## config.mk

```make
export PLATFORM = sky130hd
export DESIGN_NAME = panel_spi_command_serializer_top
export DESIGN_NICKNAME = d
export VERILOG_FILES = /design/src/rtl/pscs_pkg.sv /design/src/rtl/pscs_intake.sv /design/src/rtl/pscs_emitter.sv /design/src/rtl/panel_spi_command_serializer_top.sv
export VERILOG_INCLUDE_DIRS = /design/src /design/src/rtl
export SDC_FILE = /design/constraint.sdc
export NUM_CORES = 1
export LEC_CHECK = 0
export ABC_CLOCK_PERIOD_IN_PS = 11000
export CORE_ASPECT_RATIO = 0.5
export CORE_MARGIN = 2
export CORE_UTILIZATION = 31
export DETAILED_ROUTE_END_ITERATION = 10
export DONT_BUFFER_PORTS = 1
export PLACE_DENSITY = 0.49
export SKIP_CTS_REPAIR_TIMING = 1
export SYNTH_ARGS = -nofsm -noshare
export SYNTH_HDL_FRONTEND = slang
export SYNTH_HIERARCHICAL = 1
export SYNTH_SLANG_ARGS = --single-unit
export TNS_END_PERCENT = 100
```

## constraint.sdc

```tcl
create_clock -name clk -period 11 [get_ports clk]
set_clock_uncertainty 0.1 [all_clocks]
set_input_delay 0.55 -clock clk [delete_from_list [all_inputs] [get_ports clk]]
set_output_delay 0.55 -clock clk [all_outputs]
set_load 0.03 [all_outputs]
```

## src/rtl/panel_spi_command_serializer_top_assert.svh

```systemverilog
// ----------------------------------------------------------------------------
// Assertion macros for the panel SPI command serializer
// Shared implication checks on clk with rst as the disable condition.
// ----------------------------------------------------------------------------
`ifndef PANEL_SPI_COMMAND_SERIALIZER_TOP_ASSERT_SVH
`define PANEL_SPI_COMMAND_SERIALIZER_TOP_ASSERT_SVH

// Same-cycle implication
`define PSCS_ASSERT_NOW(label, ante, cons) \
  label: assert property (@(posedge clk) disable iff (rst) (ante) |-> (cons)) \
    else $error("pscs assertion failed");

// Next-cycle implication
`define PSCS_ASSERT_NEXT(label, ante, cons) \
  label: assert property (@(posedge clk) disable iff (rst) (ante) |=> (cons)) \
    else $error("pscs assertion failed");

`endif

```

## src/rtl/pscs_pkg.sv

```systemverilog
// ----------------------------------------------------------------------------
// pscs_pkg
// Types, codes and the step decoder of the panel SPI command serializer.
// ----------------------------------------------------------------------------
package pscs_pkg;

  typedef enum logic [1:0] {
    ACT_CMD   = 2'd0,
    ACT_PARAM = 2'd1,
    ACT_CLOSE = 2'd2,
    ACT_REGW  = 2'd3
  } action_t;

  typedef enum logic [1:0] {
    U_REL  = 2'd0,
    U_BYTE = 2'd1,
    U_ERR  = 2'd2
  } unit_kind_t;

  localparam logic [7:0]  PFX_ADDR_HI   = 8'h20;
  localparam logic [7:0]  PFX_ADDR_LO   = 8'h00;
  localparam logic [7:0]  PFX_DATA      = 8'h40;
  localparam logic [15:0] ADDR_SLP_OUT  = 16'h1100;
  localparam logic [15:0] ADDR_DISP_ON  = 16'h2900;
  localparam logic [7:0]  DATA_SHORT    = 8'hFF;
  localparam logic [3:0]  NINE_LAST_BIT = 4'd8;
  localparam logic [3:0]  EIGHT_LAST_BIT = 4'd7;

  // One accepted request with the frame state seen at acceptance
  typedef struct packed {
    action_t     action;
    logic [7:0]  byte_value;
    logic [15:0] register_address;
    logic        open_before;
  } item_t;

  // One step of a request: a release, a byte, or the error clock
  typedef struct packed {
    unit_kind_t kind;
    logic       dc;
    logic [7:0] value;
    logic       last;
  } unit_t;

  // Decode step idx of a request into a release, byte or error step
  function automatic unit_t get_unit(item_t it, logic [3:0] idx);
    unit_t      u;
    logic       rel_first;
    logic       short_w;
    logic [3:0] j;
    u.kind  = U_REL;
    u.dc    = 1'b0;
    u.value = 8'h00;
    u.last  = 1'b1;
    rel_first = it.open_before && (it.action == ACT_CMD || it.action == ACT_REGW);
    short_w = (it.register_address == ADDR_SLP_OUT || it.register_address == ADDR_DISP_ON)
              && it.byte_value == DATA_SHORT;
    j = rel_first ? idx - 4'd1 : idx;
    if (rel_first && idx == 4'd0) begin
      u.last = 1'b0;
    end else begin
      case (it.action)
        ACT_CMD: begin
          u.kind  = U_BYTE;
          u.value = it.byte_value;
        end
        ACT_PARAM: begin
          if (it.open_before) begin
            u.kind  = U_BYTE;
            u.dc    = 1'b1;
            u.value = it.byte_value;
          end else begin
            u.kind = U_ERR;
          end
        end
        ACT_CLOSE: begin
          u.kind = U_REL;
        end
        default: begin
          u.last = 1'b0;
          case (j)
            4'd0: begin
              u.kind  = U_BYTE;
              u.value = PFX_ADDR_HI;
            end
            4'd1: begin
              u.kind  = U_BYTE;
              u.dc    = 1'b1;
              u.value = it.register_address[15:8];
            end
            4'd3: begin
              u.kind  = U_BYTE;
              u.value = PFX_ADDR_LO;
            end
            4'd4: begin
              u.kind  = U_BYTE;
              u.dc    = 1'b1;
              u.value = it.register_address[7:0];
            end
            4'd5: begin
              u.last = short_w;
            end
            4'd6: begin
              u.kind  = U_BYTE;
              u.value = PFX_DATA;
            end
            4'd7: begin
              u.kind  = U_BYTE;
              u.dc    = 1'b1;
              u.value = it.byte_value;
            end
            4'd2: begin
              u.last = 1'b0;
            end
            default: begin
              u.last = 1'b1;
            end
          endcase
        end
      endcase
    end
    return u;
  endfunction

endpackage

```

## src/rtl/pscs_intake.sv

```systemverilog
// ----------------------------------------------------------------------------
// pscs_intake
// Input request register; tracks whether a frame is open at each request.
// ----------------------------------------------------------------------------
module pscs_intake (
  input  logic                clk,
  input  logic                rst,
  input  logic                in_valid,
  output logic                in_ready,
  input  logic [1:0]          action,
  input  logic [7:0]          byte_value,
  input  logic [15:0]         register_address,
  output logic                item_valid,
  input  logic                item_take,
  output pscs_pkg::item_t     item
);

  logic slot_valid;
  logic frame_open;
  logic accept;

  assign in_ready   = !slot_valid || item_take;
  assign accept     = in_valid && in_ready;
  assign item_valid = slot_valid;

  // Hold the slot until the emitter takes it
  always_ff @(posedge clk) begin
    if (rst) begin
      slot_valid <= 1'b0;
    end else if (accept) begin
      slot_valid <= 1'b1;
    end else if (item_take) begin
      slot_valid <= 1'b0;
    end
  end

  // Capture payload and the frame state seen by this request
  always_ff @(posedge clk) begin
    if (accept) begin
      item.action           <= pscs_pkg::action_t'(action);
      item.byte_value       <= byte_value;
      item.register_address <= register_address;
      item.open_before      <= frame_open;
    end
  end

  // Advance the frame state in request order
  always_ff @(posedge clk) begin
    if (rst) begin
      frame_open <= 1'b0;
    end else if (accept) begin
      case (pscs_pkg::action_t'(action))
        pscs_pkg::ACT_CMD:   frame_open <= 1'b1;
        pscs_pkg::ACT_PARAM: frame_open <= frame_open;
        default:             frame_open <= 1'b0;
      endcase
    end
  end

endmodule

```

## src/rtl/pscs_emitter.sv

```systemverilog
// ----------------------------------------------------------------------------
// pscs_emitter
// Walks the steps of one request and registers one serial clock per cycle unless out_ready stalls.
// ----------------------------------------------------------------------------
module pscs_emitter (
  input  logic            clk,
  input  logic            rst,
  input  logic            nine_bit_mode,
  input  logic            item_valid,
  output logic            item_take,
  input  pscs_pkg::item_t item,
  output logic            out_valid,
  input  logic            out_ready,
  output logic            mosi_bit,
  output logic            select_active,
  output logic            error_flag,
  output logic            last
);

  `include "panel_spi_command_serializer_top_assert.svh"

  pscs_pkg::item_t cur;
  logic            cur_valid;
  logic [3:0]      unit_idx;
  logic [3:0]      bit_idx;

  pscs_pkg::unit_t u;
  logic            step;
  logic            byte_end;
  logic            unit_end;
  logic            res_last;
  logic            res_bit;
  logic [3:0]      pos;

  // Decode current step and pick the bit
  always_comb begin
    u        = pscs_pkg::get_unit(cur, unit_idx);
    byte_end = nine_bit_mode ? (bit_idx == pscs_pkg::NINE_LAST_BIT)
                             : (bit_idx == pscs_pkg::EIGHT_LAST_BIT);
    pos      = nine_bit_mode ? (pscs_pkg::NINE_LAST_BIT - bit_idx)
                             : (pscs_pkg::EIGHT_LAST_BIT - bit_idx);
    unit_end = (u.kind != pscs_pkg::U_BYTE) || byte_end;
    res_last = u.last && unit_end;
    if (u.kind != pscs_pkg::U_BYTE) begin
      res_bit = 1'b0;
    end else if (nine_bit_mode && bit_idx == 4'd0) begin
      res_bit = u.dc;
    end else begin
      res_bit = u.value[pos[2:0]];
    end
  end

  assign step      = cur_valid && (!out_valid || out_ready);
  assign item_take = item_valid && (!cur_valid || (step && res_last));

  // Load the next request or advance through the current one
  always_ff @(posedge clk) begin
    if (rst) begin
      cur_valid <= 1'b0;
      unit_idx  <= 4'd0;
      bit_idx   <= 4'd0;
    end else if (item_take) begin
      cur_valid <= 1'b1;
      unit_idx  <= 4'd0;
      bit_idx   <= 4'd0;
    end else if (step) begin
      if (res_last) begin
        cur_valid <= 1'b0;
        unit_idx  <= 4'd0;
        bit_idx   <= 4'd0;
      end else if (unit_end) begin
        unit_idx <= unit_idx + 4'd1;
        bit_idx  <= 4'd0;
      end else begin
        bit_idx <= bit_idx + 4'd1;
      end
    end
  end

  always_ff @(posedge clk) begin
    if (item_take) begin
      cur <= item;
    end
  end

  // Output register: drop when taken, refill on each step
  always_ff @(posedge clk) begin
    if (rst) begin
      out_valid <= 1'b0;
    end else if (step) begin
      out_valid <= 1'b1;
    end else if (out_ready) begin
      out_valid <= 1'b0;
    end
  end

  always_ff @(posedge clk) begin
    if (step) begin
      mosi_bit      <= res_bit;
      select_active <= (u.kind == pscs_pkg::U_BYTE);
      error_flag    <= (u.kind == pscs_pkg::U_ERR);
      last          <= res_last;
    end
  end

  `PSCS_ASSERT_NEXT(a_more_steps, step && !res_last, cur_valid)
  `PSCS_ASSERT_NOW(a_idx_range, cur_valid, unit_idx <= 4'd9 && bit_idx <= 4'd8)
  `PSCS_ASSERT_NOW(a_err_quiet, out_valid && error_flag, !select_active && !mosi_bit && last)
  `PSCS_ASSERT_NOW(a_rel_low, out_valid && !select_active, !mosi_bit)

endmodule

```

## src/rtl/panel_spi_command_serializer_top.sv

```systemverilog
// A request's first serial clock passes the intake slot, the emitter and its output register.
// Throughput: one serial clock per cycle unless out_ready stalls the output; a request
//   makes 1 to 58 serial clocks (8 or 9 per byte), set by the step sequencer in pscs_emitter.
// A new request is taken while the previous one is still being serialized.
// Reset (rst, synchronous): no frame open, nine-bit mode off, no request in flight.
// ----------------------------------------------------------------------------
// panel_spi_command_serializer_top
// Three-wire SPI panel command serializer: request intake, step emitter, config.
// ----------------------------------------------------------------------------
module panel_spi_command_serializer_top (
  input  logic        clk,
  input  logic        rst,
  input  logic        cfg_we,
  input  logic        cfg_wdata,
  input  logic        in_valid,
  output logic        in_ready,
  input  logic [1:0]  action,
  input  logic [7:0]  byte_value,
  input  logic [15:0] register_address,
  output logic        out_valid,
  input  logic        out_ready,
  output logic        mosi_bit,
  output logic        select_active,
  output logic        error_flag,
  output logic        last
);

  logic            nine_bit_mode;
  logic            item_valid;
  logic            item_take;
  pscs_pkg::item_t item;

  // Hold the nine-bit mode register
  always_ff @(posedge clk) begin
    if (rst) begin
      nine_bit_mode <= 1'b0;
    end else if (cfg_we) begin
      nine_bit_mode <= cfg_wdata;
    end
  end

  pscs_intake u_intake (
    .clk              (clk),
    .rst              (rst),
    .in_valid         (in_valid),
    .in_ready         (in_ready),
    .action           (action),
    .byte_value       (byte_value),
    .register_address (register_address),
    .item_valid       (item_valid),
    .item_take        (item_take),
    .item             (item)
  );

  pscs_emitter u_emitter (
    .clk           (clk),
    .rst           (rst),
    .nine_bit_mode (nine_bit_mode),
    .item_valid    (item_valid),
    .item_take     (item_take),
    .item          (item),
    .out_valid     (out_valid),
    .out_ready     (out_ready),
    .mosi_bit      (mosi_bit),
    .select_active (select_active),
    .error_flag    (error_flag),
    .last          (last)
  );

endmodule

```

; After elaboration in Yosys (flattened, before gate mapping)
; Index checks and enable logic that the tools add are counted.
; Widths: inputs -> output; s select.
[word_totals]
output_inout_bits = 6
in_bits = 32
regBits = 71
[classes]
n_addsub = 5
n_eq_ne = 19
bitwise = 1
mux = 30
n_reduce_logical = 37
n_lt_le_gt_ge = 1
[ops]
columns = operator, count
row1 = $pmux 8 s5, 1
row2 = $pmux 8 s3, 1
row3 = $eq 4x3->1 const B, 5
row4 = $mux 4, 5
row5 = $eq 16x13->1 const B, 1
row6 = $eq 16x14->1 const B, 1
row7 = $mux 1, 14
row8 = $logic_not 4->1, 3
row9 = $mux 11, 1
row10 = $reduce_bool 2->1, 5
row11 = $logic_and 1x1->1, 9
row12 = $mux 9, 1
row13 = $add 4x1->4 const B, 2
row14 = $eq 4x2->1 const B, 2
row15 = $eq 8x8->1 const B, 1
row16 = $reduce_or 7->1, 1
row17 = $eq 2x1->1 const B, 3
row18 = $eq 2x2->1 const B, 3
row19 = $logic_or 1x1->1, 6
row20 = $pmux 1 s2, 3
row21 = $pmux 2 s3, 1
row22 = $reduce_and 2->1, 3
row23 = $reduce_or 3->1, 2
row24 = $reduce_or 6->1, 1
row25 = 14 further kinds, 18

; Logic depth before layout (Yosys ltp)
; Gate-level depths: netlist (run 1).
[logic_depth]
ltp_word = 18
mapped_depth = 13
ltp_nobuf = 12

; Hierarchy
; The synthesis (run 1) kept the hierarchy.
[modules_own_cells]
columns = module, seq_area_each_um2, area_each_um2, instances, cells_per_inst
row1 = pscs_emitter, 1131.1, 2284.7, 1, 224
row2 = pscs_intake, 850.8, 904.6, 1, 36
row3 = panel_spi_command_serializer_top, 20.0, 33.8, 1, 3

; Least setup slack after synthesis (run 1)
; No wires, ideal clock.
[synth_path]
path_kind = reg2reg
start = reg u_emitter.unit_idx[0]
end = reg u_intake/item[0] (netlist name)
setup_time_ps = 333
path_stages_with_launch = 13
t_arrival_ps = 3535
setup_slack_ps = 7032
period_less_slack_ps = 3968
required_time_ps = 10567
cell_sequence = dfxtp_1 clkbuf_1 inv_1 ha_1 nor4bb_1 a31oi_1 nor3_1 nand3_1 a21o_1 o21ai_0 and2_1 nand2b_4 and2_4
[synth_between]
elab_chain_cells = 15
elab_cells_between_ends = 28
cone_classes = 1 x add/sub / 8 x eq/ne / 7 x mux / 12 x reduce/logical
[synth_lines]
columns = item, line
row1 = from (decl), pscs_emitter.sv:24  ; logic [3:0] unit_idx;
row2 = from (signal assigned), pscs_emitter.sv:72  ; unit_idx <= unit_idx + 4'd1;
row3 = $sub 4x1->4, pscs_pkg.sv:58  ; j = rel_first ? idx - 4'd1 : idx;
row4 = $mux 4, pscs_pkg.sv:58
row5 = $eq 4x2->1 (tied with other cells), pscs_pkg.sv:81  ; case (j)
row6 = $reduce_or 6->1 (no line), n/a
row7 = $mux 1, pscs_pkg.sv:81
row8 = $pmux 2 s3, pscs_pkg.sv:62  ; case (it.action)
row9 = $mux 11, pscs_pkg.sv:59  ; if (rel_first && idx == 4'd0) begin
row10 = $ne 2x1->1, pscs_emitter.sv:42  ; unit_end = (u.kind != pscs_pkg::U_BYTE) || byte_end;
row11 = (+2 left out), n/a
row12 = $logic_and 1x1->1 (*), pscs_emitter.sv:54  ; assign item_take = item_valid && (!cur_valid || (step && res_last));
row13 = $logic_or 1x1->1 (*), pscs_emitter.sv:54
row14 = $logic_and 1x1->1 (*), pscs_emitter.sv:54
row15 = named net item_take, panel_spi_command_serializer_top.sv:30  ; logic item_take;
row16 = $logic_or 1x1->1 (*), pscs_intake.sv:22  ; assign in_ready = !slot_valid || item_take;
row17 = named net in_ready, panel_spi_command_serializer_top.sv:16  ; output logic in_ready,
row18 = $logic_and 1x1->1 (*), pscs_intake.sv:23  ; assign accept = in_valid && in_ready;
row19 = named net u_intake.accept, pscs_intake.sv:20  ; logic accept;
; Mark *: on every way through the listed nets, which the timed path passes. The rest lies on a longest branch.
; A chain may end at the register's enable or synchronous reset.

; Worst setup path after layout (run 1)
[layout_path]
start = reg u_emitter/cur[25] in the netlist's numbering
end = out in_ready
[layout_between]
elab_chain_cells = 16
elab_cells_between_ends = 32
cone_classes = 11 x eq/ne / 7 x mux / 14 x reduce/logical
[layout_lines]
columns = item, line
row1 = from (decl), pscs_emitter.sv:22  ; pscs_pkg::item_t cur;
row2 = from (signal assigned), pscs_emitter.sv:82  ; cur <= item;
row3 = $eq 2x2->1 / $logic_not 2->1 (equally long branches), "pscs_pkg.sv:55, pscs_pkg.sv:62"
row4 = $logic_or 1x1->1, pscs_pkg.sv:55  ; rel_first = it.open_before && (it.action == ACT_CMD || it.action == ACT_REGW);
row5 = $logic_and 1x1->1, pscs_pkg.sv:55
row6 = $mux 4, pscs_pkg.sv:58
row7 = $eq 4x2->1 (tied with other cells), pscs_pkg.sv:81
row8 = $reduce_or 6->1 (no line), n/a
row9 = $mux 1, pscs_pkg.sv:81
row10 = $pmux 2 s3, pscs_pkg.sv:62
row11 = $mux 11, pscs_pkg.sv:59
row12 = $ne 2x1->1, pscs_emitter.sv:42
row13 = $logic_or 1x1->1, pscs_emitter.sv:42
row14 = $logic_and 1x1->1 (*), pscs_emitter.sv:43  ; res_last = u.last && unit_end;
row15 = $logic_and 1x1->1 (*), pscs_emitter.sv:54
row16 = $logic_or 1x1->1 (*), pscs_emitter.sv:54
row17 = $logic_and 1x1->1 (*), pscs_emitter.sv:54
row18 = named net item_take, panel_spi_command_serializer_top.sv:30
row19 = $logic_or 1x1->1 (*), pscs_intake.sv:22
row20 = to (decl), panel_spi_command_serializer_top.sv:16
; Marked as above.

==> run_results.csv, run 1 <==
group,metric,value,unit
run_status,status,"complete, no violations",
sta,timing.final.crit_period,4.276,ns
cts,numCtsBuffers,9,
worst_hold_path,hold_path.class,"in2reg",
floorplan,start_util,0.3176,
routing,drt-total-wl,6293,um
pwr,p_seq_frac,0.511,
sta,max_slew.worst_pin.slew,0.7823,ns
routing,drt_iter0_drc,140,
logic_synthesis,ys_ff_latch,71,
logic_synthesis,seq_area_frac_synth,0.6211,
floorplan,pin_count,38,
logic_synthesis,ys_warn_count,6,
grt,grt-ovfl-total,0,
logic_synthesis,syn_area_per_cell,12.26,sq um
sta,setup_viol,0,
run,maxCapViolCount,0,
cells_and_area,diodes,0,
grt,grt_pass1_vias,2027,
sta,relSlewSlack,0.4747,
logic_synthesis,syn_inst,263,
cells_and_area,final_cells,412,
setup_path,crit_arrival,3.63,ns
sta,drv_slew,0,
pwr,combinationalPowerShare,0.087,
pwr,p_switching,151.0,uW
pwr,p_int,482.0,uW
setup_path,path_max_fanout,28,
cts,cts_tree,"yes",
routing,vias,2036,
placement,dpl.cell_count,396,
logic_synthesis,synth_cell_types,53,
sta,whs,0.1730,ns
routing,antenna_left,0,
floorplan,dieArea,11280,sq um
pwr,ir_drop,0.00006720,V
grt,antenna_found_initial,0,
cells_and_area,fill_cells,1004,
setup_path,worstSetupPathType,"reg2out",
logic_synthesis,syn_area,3223,sq um
logic_synthesis,synth_edf_count,58,
sta,final.setup.tns,0,ns
pwr,p_clk_frac,0.402,
cells_and_area,drive_gt1_frac,0.08088,
cts,htreeDepth,3,
grt,track_usage,0.1203,
pwr,power,633.0,uW
logic_synthesis,synthArstFlopShare,0,
grt,grt_max_degree,29,
floorplan,std_cell_rows,26,
placement,gp_congestion,0.8387,
pwr,powerDensity,174.4,nW/um^2
sta,post-route-period-util,0.3887,
cells_and_area,nets,308,
floorplan,die_h,76.10,um
pwr,p_sw_frac,0.2385,
cts,root_buffer,"clkbuf_16",
routing,route.detailed.drc,0,
setup_path,cp-end-kind,"primary output",
logic_synthesis,ys.flop_type,"edfxtp_1",
sta,rsz0062_at_grt,"no",
routing,routedWlPerCell,15.27,um
cells_and_area,post-route-util,0.3576,
sta,max_freq,233.9,MHz
floorplan,die_x,148.2,um
routing,vias_per_cell,4.942,
sta,hold_viol_final,0,
cts,clk_latency,0.33,ns
placement,dpl.hpwl,4626,um
floorplan,core_area,10150,sq um
setup_path,critPathLaunchType,"flip-flop",
cts,cts_sinks,71,
pwr,p_leak,0.001236,uW
setup_path,r2r_slack,6.86,ns
cts,clk_path_buf_depth,2,
setup_path,worst_ep_required_time,10.35,ns
cts,clk_pin_slew,0.05,ns
routing,drtPass1Iterations,4,
placement,io_buffers,0,
cells_and_area,area_growth,12.62,%
grt,grt_pass1_wl,10450,um
logic_synthesis,synth_nets,304,
[registers in the layout (all words and copies together), names as in the netlist]
signal,count
u_intake/item,27
u_intake/frame_open,1
u_emitter/error_flag,1
u_emitter/last,1
u_emitter/out_valid,1
u_emitter/bit_idx,4
u_intake/item_valid,1
u_emitter/unit_idx,4
u_emitter/cur_valid,1
u_emitter/mosi_bit,1
nine_bit_mode,1
u_emitter/select_active,1
u_emitter/cur,27
[layout make-up]
type,instances,area [sq um],area share
timing repair buffer,1,7.507,0.002068
tap,140,175.2,0.04826
inverter,15,56.30,0.01551
clock buffer,10,229.0,0.06308
sequential,71,2002,0.5515
clock inverter,6,36.28,0.009997
multi-input combinational,169,1124,0.3095
[metrics by stage]
| stage | worst slack (ns) | area, sq um |
|---|---|---|
| 6_report | 6.724 | 3630 |
| 5_1_grt | 6.420 | 3630 |
| 4_1_cts | 6.711 | 3630 |
| 3_5_place_dp | 6.859 | 3364 |
| 3_3_place_gp | 6.977 | 3364 |
| 2_1_floorplan | 7.032 | 3223 |
[worst max-delay path, cell delays in order (launching register included)]
cell and delay [ns]:
edfxtp_1 0.41, inv_1 0.06, ha_1 0.34, nand2b_2 0.33
or4_4 0.55, nand2_1 0.15, o21ai_1 0.20, a21o_1 0.24
o21ai_0 0.23, and2_1 0.17, buf_4 0.32, nand2b_4 0.27
[logic make-up after synthesis]
kind of cell	synth area share
muxes	0.01320
DFF	0.6211
xor gates and xnor gates	0.03533
and+or+nand+nor	0.1498
adders and majority gates	0.03494
buffers and inverters	0.03028
AOI/OAI and AO/OA	0.1153
[worst paths after layout]
path,start,end,cells after the start
worst min-delay path,rst,u_intake/frame_open,1
worst max-delay path,u_emitter/cur[25],in_ready,11
worst min register to register,u_intake/item[15],u_emitter/cur[15],0
worst max register to register,u_emitter/cur[25],u_intake/item[6],12
[synthesized netlist by cell type, types with 2 or more instances]
library cell | count | share of area
o31a_1 | 2 | 0.0054
inv_1 | 15 | 0.017
nor4bb_1 | 2 | 0.0062
nor4_1 | 2 | 0.0039
nand4_1 | 2 | 0.0039
nand3b_1 | 3 | 0.0070
and3_1 | 2 | 0.0039
nand2b_1 | 2 | 0.0039
mux2i_1 | 2 | 0.0062
a31oi_1 | 4 | 0.0078
o21ai_0 | 8 | 0.012
and4_1 | 2 | 0.0054
a21oi_1 | 15 | 0.023
a211oi_1 | 3 | 0.0070
dfxtp_1 | 13 | 0.081
o41ai_1 | 2 | 0.0054
a21o_1 | 6 | 0.014
o22ai_1 | 2 | 0.0039
nand2_1 | 23 | 0.027
edfxtp_1 | 58 | 0.54
nor2_1 | 20 | 0.023
ha_1 | 9 | 0.035
xor2_1 | 4 | 0.011
buf_2 | 3 | 0.0047
nor4b_1 | 5 | 0.014
nor3_1 | 9 | 0.014
nand3_1 | 8 | 0.012
xnor2_1 | 9 | 0.024
clkbuf_1 | 4 | 0.0047
[routing by layer]
metal  wire length [um]  track usage  vias to the layer above
li1                   -            -                      993
met1               3079       0.1535                      992
met2               2766       0.1782                       42
met3                337      0.05329                        9
met4                109      0.04952                        0
met5                  0            0                        -
[cell usage in the layout, fill, tap and decap left out, types with 4 or more instances in the layout]
cell       synthesis  layout
ha_1               9       9
inv_1             15      15
nor4b_1            5       5
a21o_1             6       6
xor2_1             4       4
edfxtp_1          58      58
o21ai_0            8       8
nand2_1           23      23
nand3_1            8       8
nor3_1             9       9
a21oi_1           15      15
xnor2_1            9       9
dfxtp_1           13      13
clkbuf_16          0       9
a31oi_1            4       4
nor2_1            20      20
[power by group through the flow]
stage | sequential [uW] | clock, uW | combinational [uW]
2_1_floorplan | 324 | 0 | 45.7
3_3_place_gp | 329 | 0 | 53.5
3_5_place_dp | 329 | 0 | 54.7
4_1_cts | 323 | 264 | 55.1
5_1_grt | 325 | 276 | 61.0
6_report | 323 | 255 | 54.8
Note: power is estimated with default switching activity, not from simulation.
==> inputs of run 2 (changes only) <==
ABC_CLOCK_PERIOD_IN_PS = 4070   (was 11000)
clock period = 4.07 ns   (was 11 ns; I/O delays follow)
==> run_results.csv, run 2 (synthesis gave the netlist of run 1 again) <==
group,metric,value,unit
run_status,status,"complete, no violations",
cells_and_area,top_regs,"u_emitter/cur (27), u_intake/item (27)",
placement,dpl.cell_count,396,
cells_and_area,post-route-util,0.3952,
sta,post-route-period-util,0.9351,
grt,grt_pass1_vias,1969,
placement,gp_congestion,0.8710,
cells_and_area,drive_gt1_frac,0.08278,
placement,dpl.hpwl,4528,um
routing,antenna_left,0,
cts,clk_latency,0.33,ns
routing,drtPass1Iterations,4,
worst_hold_path,hold_path.class,"in2reg",
pwr,p_leak,0.001404,uW
cts,root_buffer,"clkbuf_16",
pwr,powerDensity,483.5,nW/um^2
routing,vias_per_cell,4.828,
routing,drt_iter0_drc,135,
run,maxCapViolCount,0,
floorplan,die_h,76.10,um
setup_path,path_max_fanout,28,
sta,relSlewSlack,0.4794,
cells_and_area,area_growth,24.46,%
sta,max_slew.worst_pin.slew,0.7753,ns
grt,grt-ovfl-total,0,
floorplan,core_area,10150,sq um
placement,io_buffers,0,
setup_path,crit_arrival,3.70,ns
cells_and_area,diodes,0,
grt,antenna_found_initial,0,
setup_path,cp-end-kind,"flip-flop",
cells_and_area,final_cells,442,
floorplan,dieArea,11280,sq um
sta,final.setup.tns,0,ns
cts,clk_path_buf_depth,2,
sta,max_freq,262.8,MHz
sta,drv_slew,0,
cts,clk_pin_slew,0.06,ns
routing,drt-total-wl,6327,um
cts,cts_tree,"yes",
routing,route.detailed.drc,0,
cts,numCtsBuffers,9,
cts,cts_sinks,71,
cells_and_area,fill_cells,961,
sta,hold_viol_final,0,
cells_and_area,mostFrequentLayoutCells,"58 x edfxtp_1, 30 x dlygate4sd3_1, 23 x nand2_1",
sta,rsz0062_at_grt,"no",
pwr,ir_drop,0.0001926,V
floorplan,pin_count,38,
floorplan,die_x,148.2,um
routing,vias,2134,
floorplan,std_cell_rows,26,
sta,timing.final.crit_period,3.806,ns
grt,grt_pass1_wl,10150,um
setup_path,worst_ep_required_time,3.96,ns
setup_path,worstSetupPathType,"reg2reg",
cells_and_area,layout_commonest_cell,"edfxtp_1",
cells_and_area,nets,338,
grt,grt_max_degree,29,
cts,htreeDepth,3,
floorplan,start_util,0.3176,
routing,routedWlPerCell,14.31,um
setup_path,critPathLaunchType,"flip-flop",
setup_path,r2r_slack,0.26,ns
sta,setup_viol,0,
grt,track_usage,0.1177,
-- run 2: cell count changes in the layout (fill, tap and decap cells not counted), moves of 2 or more --
cell           change
dlygate4sd3_1     +30
clkinv_1           -2
clkinvlp_4         -2
bufinv_16          +3
-- run 2: per-stage QoR --
step	hold WS [ns]	setup WS, ns	cell area [sq um]	power (uW)
detailed placement	0.1729	0.2632	3364	1037
CTS	-0.1845	0.2456	3710	1940
finish	0.02288	0.2642	4011	1939
floorplan	0.1681	0.1018	3223	998.5
global placement	0.1688	0.3769	3364	1033
global route	0.04452	0.03242	4011	2022
-- run 2: worst paths after layout --
| kind | from | to | cells after the start |
|---|---|---|---|
| hold reg to reg | u_intake/item[3] | u_emitter/cur[3] | 0 |
| setup reg to reg | u_emitter/cur[25] | u_intake/item[23] | 11 |
| setup / recovery | u_emitter/cur[25] | u_intake/item[23] | 11 |
| hold / removal | out_ready | u_emitter/out_valid | 2 |
-- run 2: power breakdown --
group | switching, uW | internal (uW)
clock network | 290 | 603
registers | 33.6 | 840
logic | 99.3 | 74.0
total | 422 | 1520
-- run 2: cell type report --
type / count / area (sq um) / share of cell area
clock inverter: 6 / 116.4 / 0.02901
inverter: 15 / 56.30 / 0.01404
sequential: 71 / 2003 / 0.4994
tap: 140 / 175.2 / 0.04367
multi-input combinational: 169 / 1124 / 0.2801
clock buffer: 10 / 229.0 / 0.05708
timing repair buffer: 31 / 307.8 / 0.07673
-- run 2: worst max-delay path, cell delays in order (launching register included) --
cell	delay (ns)
edfxtp_1	0.40
inv_1	0.06
ha_1	0.33
nand2b_2	0.31
or4_4	0.56
nand2_1	0.14
o21ai_1	0.21
a21o_1	0.25
o21ai_0	0.29
and2_1	0.20
nand2b_4	0.20
and2_4	0.39
-- run 2: layer usage --
metal / vias to the layer above / wire length (um) / global-route usage
met1: 1025 / 3130 / 0.1479
met5: - / 0 / 0
li1: 1052 / - / -
met4: 0 / 70 / 0.04190
met3: 7 / 315 / 0.05988
met2: 50 / 2811 / 0.1745
==> inputs of run 3 (changes only) <==
ABC_AREA = 1   (was unset)
==> run_results.csv, run 3 <==
group,metric,value,unit
logic_synthesis,ys_warn_count,6,
logic_synthesis,synth_top_area_frac,0.5192,
setup_path,crit_chain,"inv_1, ha_1, inv_1, nand3_1, nand2_1, nand2_1, inv_1, nand3_2, nor2_4, nor2_2, nand3_2, nand4_4, nand3_2, nand2_2, nand2_4, inv_1, inv_2, a21oi_2, buf_4",
setup_path,path_max_fanout,27,
routing,drtPass1Iterations,4,
sta,final.setup.tns,0,ns
floorplan,core_area,10380,sq um
cts,numCtsBuffers,9,
grt,track_usage,0.1237,
logic_synthesis,netlist_top_cells_count,"70 x nand2_1, 58 x edfxtp_1, 44 x inv_1, 40 x nor2_1, 17 x nand3_1",
setup_path,crit_arrival,3.10,ns
setup_path,crit_top_cell,"inv_1",
setup_path,worstSetupPathType,"reg2reg",
placement,io_buffers,0,
routing,antenna_left,0,
logic_synthesis,synth_top_family_by_area,"simple AND/OR/NAND/NOR gates",
placement,gp_congestion,0.8926,
routing,routedWlPerCell,12.77,um
logic_synthesis,ys.flop_type,"edfxtp_1",
pwr,ir_drop,0.0002422,V
sta,post-route-period-util,0.7872,
logic_synthesis,seq_area_frac_synth,0.5968,
grt,grt_pass1_wl,11050,um
logic_synthesis,syn_area,3354,sq um
logic_synthesis,yosys-top-cells-area,"edfxtp_1 52%, nand2_1 7.8%, dfxtp_1 7.8%",
routing,vias_per_cell,4.629,
floorplan,die_x,151.1,um
logic_synthesis,synth_nets,378,
cells_and_area,area_growth,23.28,%
run_status,status,"finished, violations left",
sta,max_freq,312.1,MHz
routing,drt-total-wl,6705,um
grt,grt_pass1_vias,2272,
cells_and_area,layout_commonest_cell,"nand2_1",
cts,clk_latency,0.33,ns
sta,max_slew.worst_pin.slew,0.6980,ns
cts,cts_tree,"yes",
floorplan,dieArea,11720,sq um
logic_synthesis,synth-simple-area-share,0.2413,
cells_and_area,top_regs,"u_emitter/cur (27), u_intake/item (27)",
logic_synthesis,synthArstFlopShare,0,
floorplan,start_util,0.3232,
setup_path,cp-end-kind,"flip-flop",
setup_path,cp_num_buf_inv,6,
cells_and_area,drive_gt1_frac,0.1351,
cells_and_area,diodes,0,
setup_path,path_delay_family,"simple AND/OR/NAND/NOR gates",
setup_path,critPathLaunchType,"flip-flop",
cts,root_buffer,"clkbuf_16",
sta,hold_viol_final,1,
routing,drt_iter0_drc,172,
routing,vias,2430,
routing,route.detailed.drc,0,
cells_and_area,mostFrequentLayoutCells,"70 x nand2_1, 58 x edfxtp_1, 44 x inv_1",
cts,clk_pin_slew,0.06,ns
sta,drv_slew,0,
sta,relSlewSlack,0.5297,
cts,cts_sinks,71,
logic_synthesis,synth_xor_area_frac,0.007833,
setup_path,worstReg2RegStart,"u_emitter/cur[25]",
sta,setup_viol,0,
setup_path,critPathMaxStageDelay,0.41,ns
cts,htreeDepth,3,
worst_hold_path,hp-start,"in_valid",
logic_synthesis,syn_area_per_cell,9.954,sq um
pwr,p_leak,0.001622,uW
logic_synthesis,synth-adder-area-share,0.03357,
floorplan,pin_count,38,
sta,whs,-0.005650,ns
run,maxCapViolCount,0,
floorplan,die_h,77.56,um
cells_and_area,post-route-util,0.3985,
cells_and_area,fill_cells,1023,
cts,clk_path_buf_depth,2,
logic_synthesis,yosys.area.top_type,"edfxtp_1",
sta,rsz0062_at_grt,"no",
grt,grt_max_degree,28,
sta,timing.final.crit_period,3.204,ns
setup_path,worst_ep_required_time,3.97,ns
run_status,violations,"negative hold slack",
worst_hold_path,hold_path.class,"in2reg",
grt,grt-ovfl-total,0,
grt,antenna_found_initial,0,
cells_and_area,nets,421,
floorplan,std_cell_rows,26,
logic_synthesis,synth.mux.area_fraction,0.002984,
logic_synthesis,syn_inst,337,
logic_synthesis,synth_edf_count,58,
logic_synthesis,ys_ff_latch,71,
logic_synthesis,synth.most_common_cell,"nand2_1",
pwr,powerDensity,441.5,nW/um^2
setup_path,slowest_stage,"edfxtp_1",
logic_synthesis,synth-compound-area-share,0.06043,
placement,dpl.hpwl,4851,um
setup_path,crit_start,"u_emitter/cur[25]",
logic_synthesis,synth_cell_types,33,
run 3: cell count changes in the layout (fill, tap and decap cells not counted), moves of 9 or more:
cell	change
nand2_1	+47
inv_1	+29
nor2_1	+20
nor2_2	+11
nand3_1	+9
run 3: final cells by class:
class                      instances  area, sq um  area share
clock inverter                     7        56.30     0.01362
timing repair buffer              33        325.3     0.07867
clock buffer                       9        225.2     0.05446
sequential                        71         2002      0.4841
multi-input combinational        216         1165      0.2817
tap                              140        175.2     0.04236
inverter                          49        186.4     0.04508
run 3: where the power goes:
part	internal, uW	switching (uW)
logic	77.6	144
registers	840	31.5
clock network	419	313
run 3: worst paths after layout:
check / end / slack, ns / cells past startpoint
max: u_intake/item[8] / 0.87 / 19
min reg2reg: u_emitter/cur[19] / 0.31 / 0
max reg2reg: u_intake/item[8] / 0.87 / 19
min: u_intake/frame_open / -0.006 / 4
run 3: logic make-up (layout without fill, tap and decap cells):
family | after synthesis | in the layout
adder cells (fa/ha/maj) | 9 | 9
buffers and inverters | 50 | 98
XOR/XNOR | 3 | 3
flip-flops | 71 | 71
AND/OR/NAND/NOR | 166 | 166
multiplexers | 1 | 1
AO/OA/AOI/OAI | 37 | 37
run 3: metal layers:
layer | vias up | routed length [um] | part of all wire | GRT usage
li1 | 1211 | - | - | -
met3 | 7 | 312 | 0.047 | 0.04294
met2 | 54 | 2904 | 0.43 | 0.1745
met4 | 0 | 99 | 0.015 | 0.05421
met5 | - | 0 | 0 | 0
met1 | 1158 | 3390 | 0.51 | 0.1708
run 3: stage by stage:
step	cell area [sq um]	setup slack [ns]	total power, uW	std cells
after global routing	4135	0.5595	1920	525
after CTS	3825	0.8518	1830	494
after detailed placement	3543	0.8735	1083	478
after global placement	3543	0.9494	1079	478
after floorplan	3358	0.1401	1032	337
final	4135	0.8661	1826	525
run 3: worst register-to-register path: cells and delay by family (launching register included):
family          cells  cell delay, ns
compound gates      1            0.11
flops               1            0.41
fa+ha+maj           1            0.34
buf+inv             6            0.75
simple gates       11            1.14
